$ cat config.mk
export PLATFORM = sky130hd
export DESIGN_NAME = waveform_peak_decimator
export DESIGN_NICKNAME = d
export VERILOG_FILES = /design/src/sv/wpd_pkg.sv /design/src/sv/wpd_front.sv /design/src/sv/wpd_fifo.sv /design/src/sv/wpd_back.sv /design/src/sv/waveform_peak_decimator.sv
export SDC_FILE = /design/constraint.sdc
export NUM_CORES = 2
export LEC_CHECK = 0
export BUFFER_PORTS_ARGS = -buffer_cell sky130_fd_sc_hd__buf_2
export CAP_MARGIN = 20
export CORE_MARGIN = 4
export CORE_UTILIZATION = 45
export CTS_CLUSTER_SIZE = 20
export DETAILED_ROUTE_END_ITERATION = 12
export PLACE_DENSITY = 0.67
export SYNTH_ARGS = -nofsm -noshare
export SYNTH_HDL_FRONTEND = slang
export SYNTH_SLANG_ARGS = --single-unit
$ cat constraint.sdc
create_clock -name clk -period 6.4 [get_ports clk]
set_input_delay 0.96 -clock clk [delete_from_list [all_inputs] [get_ports clk]]
set_output_delay 0.96 -clock clk [all_outputs]
set_load 0.005 [all_outputs]
$ cat src/sv/wpd_pkg.sv
// Shared types and constants of the waveform peak decimator.
package wpd_pkg;

  localparam int SAMPLE_BITS = 16;
  localparam int TOP_W       = 12;
  localparam int HEIGHT_W    = 13;
  localparam int HALF_W      = HEIGHT_W - 1;
  localparam int GAIN_W      = 16;
  localparam int GAIN_FRAC   = 12;
  localparam int CHUNK_W     = 16;
  localparam int ROW_W       = 13;
  localparam int ROW_MAX     = (1 << ROW_W) - 1;
  localparam int CFG_IDX_W   = 2;
  localparam int CFG_DATA_W  = 16;

  // magnitude * gain, then * half height, then scaled back down
  localparam int P1_W  = SAMPLE_BITS + GAIN_W;
  localparam int P2_W  = P1_W + HALF_W;
  localparam int SHIFT = SAMPLE_BITS - 1 + GAIN_FRAC;
  localparam int Q_W   = P2_W - SHIFT;
  // signed working width for row arithmetic
  localparam int CALC_W = Q_W + 3;

  localparam int QUEUE_DEPTH_DEF = 4;

  localparam logic [TOP_W-1:0]    WINDOW_TOP_RST    = '0;
  localparam logic [HEIGHT_W-1:0] WINDOW_HEIGHT_RST = HEIGHT_W'(128);
  localparam logic [GAIN_W-1:0]   GAIN_RST          = GAIN_W'(4096);
  localparam logic [CHUNK_W-1:0]  CHUNK_LENGTH_RST  = CHUNK_W'(2);

  typedef enum logic [CFG_IDX_W-1:0] {
    CFG_WINDOW_TOP    = 2'd0,
    CFG_WINDOW_HEIGHT = 2'd1,
    CFG_GAIN          = 2'd2,
    CFG_CHUNK_LENGTH  = 2'd3
  } cfg_reg_e;

  typedef struct packed {
    logic [TOP_W-1:0]    window_top;
    logic [HEIGHT_W-1:0] window_height;
    logic [GAIN_W-1:0]   gain;
    logic [CHUNK_W-1:0]  chunk_length;
  } cfg_t;

  typedef struct packed {
    logic signed [SAMPLE_BITS-1:0] sample;
    logic                          final_sample;
  } in_item_t;

  typedef struct packed {
    logic [ROW_W-1:0] upper_row;
    logic [ROW_W-1:0] lower_row;
    logic             partial_chunk;
    logic             last_column;
  } out_item_t;

  // one finished chunk on its way from front to back
  typedef struct packed {
    logic [SAMPLE_BITS-1:0] pos_mag;
    logic [SAMPLE_BITS-1:0] neg_mag;
    logic                   partial;
    logic                   last;
  } col_t;

endpackage

$ cat src/sv/wpd_front.sv
// Front end: chunk position counting and peak tracking per sample.
module wpd_front (
  input  logic                          clk,
  input  logic                          rst_n,
  input  logic                          take,
  input  wpd_pkg::in_item_t             in_item,
  input  logic [wpd_pkg::CHUNK_W-1:0]   chunk_length,
  output logic                          col_push,
  output wpd_pkg::col_t                 col
);
  import wpd_pkg::*;

  logic [CHUNK_W-1:0]            pos_r;
  logic signed [SAMPLE_BITS-1:0] pk_pos_r;
  logic signed [SAMPLE_BITS-1:0] pk_neg_r;
  logic signed [SAMPLE_BITS-1:0] pk_pos_nxt;
  logic signed [SAMPLE_BITS-1:0] pk_neg_nxt;
  logic                          chunk_end;
  logic                          closes;

  assign chunk_end = ({1'b0, pos_r} + (CHUNK_W + 1)'(1)) >= {1'b0, chunk_length};
  assign closes    = chunk_end || in_item.final_sample;

  // left channel only: even positions counted from chunk start
  always_comb begin
    pk_pos_nxt = pk_pos_r;
    pk_neg_nxt = pk_neg_r;
    if (!pos_r[0]) begin
      if (in_item.sample > pk_pos_r) pk_pos_nxt = in_item.sample;
      else if (in_item.sample <= pk_neg_r) pk_neg_nxt = in_item.sample;
    end
  end

  assign col_push    = take && closes;
  assign col.pos_mag = pk_pos_nxt;
  assign col.neg_mag = SAMPLE_BITS'(-pk_neg_nxt);
  assign col.partial = !chunk_end;
  assign col.last    = in_item.final_sample;

  always_ff @(posedge clk) begin
    if (!rst_n) begin
      pos_r    <= '0;
      pk_pos_r <= '0;
      pk_neg_r <= '0;
    end else if (take) begin
      if (closes) begin
        pos_r    <= '0;
        pk_pos_r <= '0;
        pk_neg_r <= '0;
      end else begin
        pos_r    <= pos_r + CHUNK_W'(1);
        pk_pos_r <= pk_pos_nxt;
        pk_neg_r <= pk_neg_nxt;
      end
    end
  end

endmodule

$ cat src/sv/wpd_fifo.sv
// Short register queue of finished chunks between front and back.
module wpd_fifo #(
  parameter int DEPTH = wpd_pkg::QUEUE_DEPTH_DEF
) (
  input  logic          clk,
  input  logic          rst_n,
  input  logic          wr,
  input  wpd_pkg::col_t wr_data,
  input  logic          rd,
  output wpd_pkg::col_t rd_data,
  output logic          full,
  output logic          empty
);
  import wpd_pkg::*;

  localparam int PTR_W = (DEPTH > 1) ? $clog2(DEPTH) : 1;
  localparam int CNT_W = $clog2(DEPTH + 1);

  col_t             mem_r [DEPTH];
  logic [PTR_W-1:0] wr_ptr_r;
  logic [PTR_W-1:0] rd_ptr_r;
  logic [CNT_W-1:0] count_r;

  assign full    = count_r == CNT_W'(DEPTH);
  assign empty   = count_r == '0;
  assign rd_data = mem_r[rd_ptr_r];

  always_ff @(posedge clk) begin
    if (wr) mem_r[wr_ptr_r] <= wr_data;
  end

  always_ff @(posedge clk) begin
    if (!rst_n) begin
      wr_ptr_r <= '0;
      rd_ptr_r <= '0;
      count_r  <= '0;
    end else begin
      if (wr) wr_ptr_r <= (wr_ptr_r == PTR_W'(DEPTH - 1)) ? '0 : wr_ptr_r + PTR_W'(1);
      if (rd) rd_ptr_r <= (rd_ptr_r == PTR_W'(DEPTH - 1)) ? '0 : rd_ptr_r + PTR_W'(1);
      if (wr && !rd)      count_r <= count_r + CNT_W'(1);
      else if (rd && !wr) count_r <= count_r - CNT_W'(1);
    end
  end

endmodule

$ cat src/sv/wpd_back.sv
// Back end: scales each chunk's peaks into display rows and holds the result.
module wpd_back (
  input  logic               clk,
  input  logic               rst_n,
  input  wpd_pkg::cfg_t      cfg,
  input  wpd_pkg::col_t      head,
  input  logic               q_empty,
  output logic               q_pop,
  input  logic               pop,
  output logic               empty,
  output wpd_pkg::out_item_t out_item
);
  import wpd_pkg::*;

  typedef enum logic [2:0] {
    ST_IDLE,
    ST_MUL_GAIN,
    ST_MUL_HALF,
    ST_ROUND,
    ST_DONE
  } state_t;

  state_t                    state_r;
  logic                      side_r;   // 0: upper row, 1: lower row
  col_t                      col_r;
  logic [P2_W-1:0]           prod_r;
  logic [ROW_W-1:0]          upper_r;
  logic [ROW_W-1:0]          lower_r;
  logic                      out_valid_r;
  out_item_t                 out_item_r;

  logic [HALF_W-1:0]         half;
  logic [SAMPLE_BITS-1:0]    mag;
  logic [P1_W-1:0]           gain_prod;
  logic [Q_W-1:0]            q_floor;
  logic signed [CALC_W-1:0]  top_s;
  logic signed [CALC_W-1:0]  centre_s;
  logic signed [CALC_W-1:0]  bottom_s;
  logic signed [CALC_W-1:0]  q_floor_s;
  logic signed [CALC_W-1:0]  q_ceil_s;
  logic signed [CALC_W-1:0]  up_s;
  logic signed [CALC_W-1:0]  lo_s;
  logic                      pop_ok;
  logic                      load_out;

  function automatic logic [ROW_W-1:0] clamp_row(input logic signed [CALC_W-1:0] r);
    logic [ROW_W-1:0] res;
    if (r < 0) res = '0;
    else if (r > signed'(CALC_W'(ROW_MAX))) res = ROW_W'(ROW_MAX);
    else res = r[ROW_W-1:0];
    return res;
  endfunction

  assign half      = cfg.window_height[HEIGHT_W-1:1];
  assign mag       = side_r ? col_r.neg_mag : col_r.pos_mag;
  assign gain_prod = P1_W'(mag) * P1_W'(cfg.gain);
  assign q_floor   = prod_r[P2_W-1:SHIFT];

  always_comb begin
    top_s     = signed'(CALC_W'(cfg.window_top));
    centre_s  = top_s + signed'(CALC_W'(half));
    bottom_s  = top_s + signed'(CALC_W'(cfg.window_height)) - signed'(CALC_W'(1));
    q_floor_s = signed'(CALC_W'(q_floor));
    q_ceil_s  = q_floor_s + signed'(CALC_W'(|prod_r[SHIFT-1:0]));
    up_s      = centre_s - q_ceil_s;
    if (up_s < top_s) up_s = top_s;
    lo_s      = centre_s + q_floor_s;
    if (lo_s > bottom_s) lo_s = bottom_s;
  end

  assign q_pop    = (state_r == ST_IDLE) && !q_empty;
  assign pop_ok   = pop && out_valid_r;
  assign load_out = (state_r == ST_DONE) && (!out_valid_r || pop_ok);
  assign empty    = !out_valid_r;
  assign out_item = out_item_r;

  always_ff @(posedge clk) begin
    if (!rst_n) begin
      state_r     <= ST_IDLE;
      side_r      <= 1'b0;
      out_valid_r <= 1'b0;
    end else begin
      out_valid_r <= load_out || (out_valid_r && !pop_ok);
      unique case (state_r)
        ST_IDLE: begin
          if (!q_empty) begin
            col_r  <= head;
            side_r <= 1'b0;
            if (head.partial) begin
              upper_r <= clamp_row(centre_s);
              lower_r <= clamp_row(centre_s);
              state_r <= ST_DONE;
            end else begin
              state_r <= ST_MUL_GAIN;
            end
          end
        end
        ST_MUL_GAIN: begin
          prod_r  <= P2_W'(gain_prod);
          state_r <= ST_MUL_HALF;
        end
        ST_MUL_HALF: begin
          prod_r  <= P2_W'(prod_r[P1_W-1:0]) * P2_W'(half);
          state_r <= ST_ROUND;
        end
        ST_ROUND: begin
          if (!side_r) begin
            upper_r <= clamp_row(up_s);
            side_r  <= 1'b1;
            state_r <= ST_MUL_GAIN;
          end else begin
            lower_r <= clamp_row(lo_s);
            state_r <= ST_DONE;
          end
        end
        ST_DONE: begin
          if (load_out) begin
            out_item_r.upper_row     <= upper_r;
            out_item_r.lower_row     <= lower_r;
            out_item_r.partial_chunk <= col_r.partial;
            out_item_r.last_column   <= col_r.last;
            state_r                  <= ST_IDLE;
          end
        end
        default: state_r <= ST_IDLE;
      endcase
    end
  end

endmodule

$ cat src/sv/waveform_peak_decimator.sv
// Top level of the min/max peak decimator for waveform display columns.
//
//   channel  | handshake            | beat
//   ---------+----------------------+-------------------------------------------
//   input    | push / full          | in_item: sample, final_sample
//   result   | empty / pop          | out_item: upper_row, lower_row, flags
//   config   | cfg_valid/cfg_ready  | cfg_index, cfg_data
//
// The front takes one input beat per clock while the chunk queue has room.
// The back takes a complete column through gain multiply, half-height
// multiply and rounding, once per row, and a partial one straight to done.
// A waiting result lets the back finish one more column, then holds it there;
// the queue then fills and full holds off the input. Reset is synchronous.
module waveform_peak_decimator #(
  parameter int QUEUE_DEPTH = wpd_pkg::QUEUE_DEPTH_DEF
) (
  input  logic                            clk,
  input  logic                            rst_n,
  // input samples
  input  logic                            push,
  output logic                            full,
  input  wpd_pkg::in_item_t               in_item,
  // display columns
  output logic                            empty,
  input  logic                            pop,
  output wpd_pkg::out_item_t              out_item,
  // register writes
  input  logic                            cfg_valid,
  output logic                            cfg_ready,
  input  wpd_pkg::cfg_reg_e               cfg_index,
  input  logic [wpd_pkg::CFG_DATA_W-1:0]  cfg_data
);
  import wpd_pkg::*;

  cfg_t cfg_r;
  logic take;
  logic col_push;
  col_t col;
  col_t q_head;
  logic q_full;
  logic q_empty;
  logic q_pop;

  // registers take effect on the write; the block does not hold them back until the next column the back starts
  assign cfg_ready = 1'b1;

  always_ff @(posedge clk) begin
    if (!rst_n) begin
      cfg_r.window_top    <= WINDOW_TOP_RST;
      cfg_r.window_height <= WINDOW_HEIGHT_RST;
      cfg_r.gain          <= GAIN_RST;
      cfg_r.chunk_length  <= CHUNK_LENGTH_RST;
    end else if (cfg_valid && cfg_ready) begin
      unique case (cfg_index)
        CFG_WINDOW_TOP:    cfg_r.window_top    <= cfg_data[TOP_W-1:0];
        CFG_WINDOW_HEIGHT: cfg_r.window_height <= cfg_data[HEIGHT_W-1:0];
        CFG_GAIN:          cfg_r.gain          <= cfg_data[GAIN_W-1:0];
        CFG_CHUNK_LENGTH:  cfg_r.chunk_length  <= cfg_data[CHUNK_W-1:0];
        default: ;
      endcase
    end
  end

  // conservative: hold off input whenever the queue is full, even for
  // beats that would not close a chunk
  assign full = q_full;
  assign take = push && !q_full;

  wpd_front u_front (
    .clk          (clk),
    .rst_n        (rst_n),
    .take         (take),
    .in_item      (in_item),
    .chunk_length (cfg_r.chunk_length),
    .col_push     (col_push),
    .col          (col)
  );

  wpd_fifo #(
    .DEPTH (QUEUE_DEPTH)
  ) u_fifo (
    .clk     (clk),
    .rst_n   (rst_n),
    .wr      (col_push),
    .wr_data (col),
    .rd      (q_pop),
    .rd_data (q_head),
    .full    (q_full),
    .empty   (q_empty)
  );

  wpd_back u_back (
    .clk      (clk),
    .rst_n    (rst_n),
    .cfg      (cfg_r),
    .head     (q_head),
    .q_empty  (q_empty),
    .q_pop    (q_pop),
    .pop      (pop),
    .empty    (empty),
    .out_item (out_item)
  );

endmodule

==> parameters.txt <==
Parameter                              Value

Outcome
  Status ... finished with violations
  Failing checks ... negative setup slack

Global routing
  Maximum number of pins on one net before global-route repair ... 81
  GRT Util Overall ... 22.0%
  Initial antenna violation count ... 3
  Overall overflow remaining after global route ... 0
  Number of global-route vias before repair ... 30700
  First-pass GRT wire length ... between 150 and 200 mm

Placement
  Post-placement cell area ... around 44000 µm²
  Number of I/O port buffers ... 69
  Detailed placement HPWL ... 82.4 mm
  Placer's final routability congestion estimate ... 0.938

Synthesis
  Number of standard cells after synthesis ... about 4100
  Ys flop type ... edfxtp_1
  Yosys warning total ... 0
  Most area-consuming cells after synthesis ... fa_1 (25%), edfxtp_1 (20%), ha_1 (10%)
  Sequential element share of the synthesized area ... between 20% and 30%
  Synthesized area per cell ... 9.68 µm²
  Dominant combinational cell family by area after synthesis ... adder cells
  Most instantiated library cell after synthesis ... nand2_1
  Multiplexer area fraction after synthesis ... 3.22%
  XOR/XNOR Fraction of Synth Area ... 3.42%
  Post-synth cell types ... between 80 and 90
  Synthesized-area fraction occupied by ao, oa, aoi and oai cells ... 9.28%
  Most numerous cell types in the synthesized netlist ... nand2_1 (681), inv_1 (609), fa_1 (499), ha_1 (328), edfxtp_1 (268)
  Post-Synth Simple-Gate Area ... 15.1%
  Synth area leader ... fa_1
  Flip-flop and latch count after synthesis ... 387
  Area of the mapped netlist ... 40000 µm²
  Number of nets in the synthesized netlist ... 4999
  Number of synthesized flops with an enable pin ... 268
  Arithmetic-cell share of the synthesized area counting full adders, half adders and majority gates ... 35.2%
  Async S/R FF share, synth ... 0%
  Fraction of post-synthesis cell area in the top cell type by area ... 25.0%

Timing
  Actual transition at the worst max-transition pin ... around 1200 ps
  Setup slack after layout ... -54.9 ps
  Pins Over Slew Limit ... 0
  Hold Vio Cnt, Final ... 0
  Setup repair after global routing missed its margin ... true
  FMAX ... 0.155 GHz
  Final clock period utilization by the worst path ... 101%
  Relative max-transition margin ... 22.8%
  Total Neg Setup Slack ... -68.7 ps
  Post-layout min period ... about 6500 ps
  Count of final setup violators ... 2
  Final Skew ... 57.1 ps

Finish
  Footprint of the multi-input gates ... 27100 µm²
  Design Area, Final ... 46000 µm²
  Area occupied by registers ... 10400 µm²
  Share of layout cells above drive strength 1 ... 15.6%
  Signed area change from the synthesized netlist to the final layout ... 15.0%
  Fill cells ... 7834
  Number of nets in the layout ... 5245

Detailed routing
  Total Wirelength ... about 100 mm
  Post-DRT Antenna Nets ... 0
  Average wire per cell in the routed design ... 18.5 µm
  Number of vias in the routed layout ... ~30000
  Routed vias/inst ... 5.40
  Count of routing violations after the opening detailed-route iteration ... ~2000
  Number of DRC violations after detailed routing ... 0
  Length of the first detailed-routing pass in iterations ... 5

CTS
  CTS HTree Levels ... 2
  Clock tree from TritonCTS ... yes
  Buffer cell driving the clock tree root ... clkbuf_16
  Clock buffers created by TritonCTS ... 43
  Longest Clk Path Bufs ... 3
  Number of buffers added to fix hold violations after cts ... 0
  Clock net sink count ... about 390
  Latest clock arrival within the worst-skew pair ... 630 ps
  Clock transition at the registers of the reported paths ... 70 ps

Floorplanning
  Height of the die ... 306 µm
  Placeable core region ... about 90000 µm²
  I/O pin total ... 71
  Effective utilization at floorplan ... 45.3%
  Standard-cell row count ... 109
  Die area ... ~94000 µm²
  Die width ... 306 µm

Hold path
  Type of the most critical hold path ... reg2reg

Run
  Max-cap violations ... 0

Power
  Maximum vdd ir drop ... 0.239 mV
  Static leakage power ... 20.1 nW
  Total power ... 12.7 mW
  Power per unit of standard cell area ... about 280 nW/µm²

Worst setup path
  Element type at the critical path start ... register
  Crit. End Element ... register
  Class of the most critical setup path ... reg2reg
  Top fanout value on the critical path ... 8
  Signal arrival time at the worst endpoint ... 6760 ps
  CP required ... between 6000 and 7000 ps
## report_power, final
part / internal (mW) / switching, mW / leakage [nW] / total (mW)
clock: 1.60 / 1.17 / 0.751 / 2.76
combinational: 2.87 / 3.70 / 15.9 / 6.57
sequential: 3.18 / 0.227 / 3.43 / 3.41
## per-stage QoR
step	setup WS [ps]	std cells	hold slack, ps	utilization, %
floorplan	-25.3	4132	400	-
finish	-54.9	5578	390	52.1
global route	-250	5576	419	52.1
detailed placement	-220	5464	405	49.3
global placement	-116	5464	402	49.3
CTS	-72.2	5556	401	51.5
## layout make-up
cell class | instances | share of cell area, %
Multi-Input combinational cell | 2945 | 59.1
Sequential cell | 387 | 22.7
Timing Repair Buffer | 391 | 6.69
Inverter | 610 | 4.98
Tap cell | 1165 | 3.17
Clock buffer | 45 | 2.36
Clock inverter | 33 | 1.03
Antenna cell | 2 | 0.0109
## state kept, by name, indices dropped and copies added (netlist names), named ones only
name / cells
u_fifo.wr_ptr_r: 2
u_fifo.rd_ptr_r: 2
u_back.out_item: 28
u_front.pos_r: 16
u_front.pk_neg_r: 16
u_back.prod_r: 44
u_back.col_r: 34
u_back.upper_r: 13
u_back.side_r: 1
u_back.out_valid_r: 1
u_back.state_r: 3
cfg_r: 57
u_front.pk_pos_r: 16
u_back.lower_r: 13
u_fifo.count_r: 3
u_fifo.mem_r: 136
## path summary, 6_finish.rpt
check	slack (ps)	to	startpoint	depth (start not counted)
setup / recovery	-50	u_back.prod_r[25]$_DFFE_PP_	u_back.side_r$_SDFFE_PN0N_	25
hold / removal	390	u_back.out_item[20]$_DFFE_PP_	u_back.upper_r[5]$_DFFE_PP_	0
setup reg to reg	-50	u_back.prod_r[25]$_DFFE_PP_	u_back.side_r$_SDFFE_PN0N_	25
hold reg to reg	390	u_back.out_item[20]$_DFFE_PP_	u_back.upper_r[5]$_DFFE_PP_	0
## worst max-delay path: stages (launching register included)
cell and delay [ps]:
dfxtp_4 380, buf_12 150, mux2_4 230, buf_6 140, nand2_2 60, fa_1 510, inv_2 40, fa_1 540
inv_2 40, fa_1 510, inv_2 40, fa_1 490, inv_2 40, fa_1 520, inv_2 40, fa_1 560
ha_4 230, a21o_1 170, a21oi_2 170, a2bb2oi_2 180, a31oi_2 120, or4_4 440, a31oi_4 190, o21ai_1 100
xnor2_1 170, a21oi_1 90
## routing by layer
metal	up-vias	track usage [%]	wire length [µm]
met3	172	4.06	6780
li1	14000	-	-
met4	2	5.89	2880
met5	-	0	13
met2	832	36.4	48400
met1	15100	30.0	45300
## repair_timing
action | in CTS | in global routing
resized for setup | 62 | 103
pin swaps | 70 | 91
endpoints found under the hold margin | 0 | 0
endpoints found under the setup margin | 13 | 44
gates cloned | 1 | 1
setup buffers | 13 | 20
## cell usage in the layout, fill, tap and decap left out, types with 19 or more instances in the layout
master and count:
clkbuf_16 43, o21ai_0 98, inv_1 586, fa_1 492, xor2_1 70, mux2_2 19
xnor2_1 85, buf_12 19, nor2b_1 30, ha_1 313, nand2b_1 23, and2_1 185
nor2_1 157, inv_2 24, nand4_1 20, nand2_1 665, a21o_1 55, dfxtp_1 114
buf_2 69, buf_4 288, nand3_1 51, a21oi_1 176, mux4_2 34, nor3_1 47
edfxtp_1 268, o21a_1 25, a32o_1 33
## cell families after synthesis
kind of cell,Yosys count
simple gates,1311
buf+inv,801
xor+xnor,156
fa+ha+maj,827
compound gates,567
mux,82
flops,387
other cells,1
No activity file was read; power rests on OpenSTA's default activity.
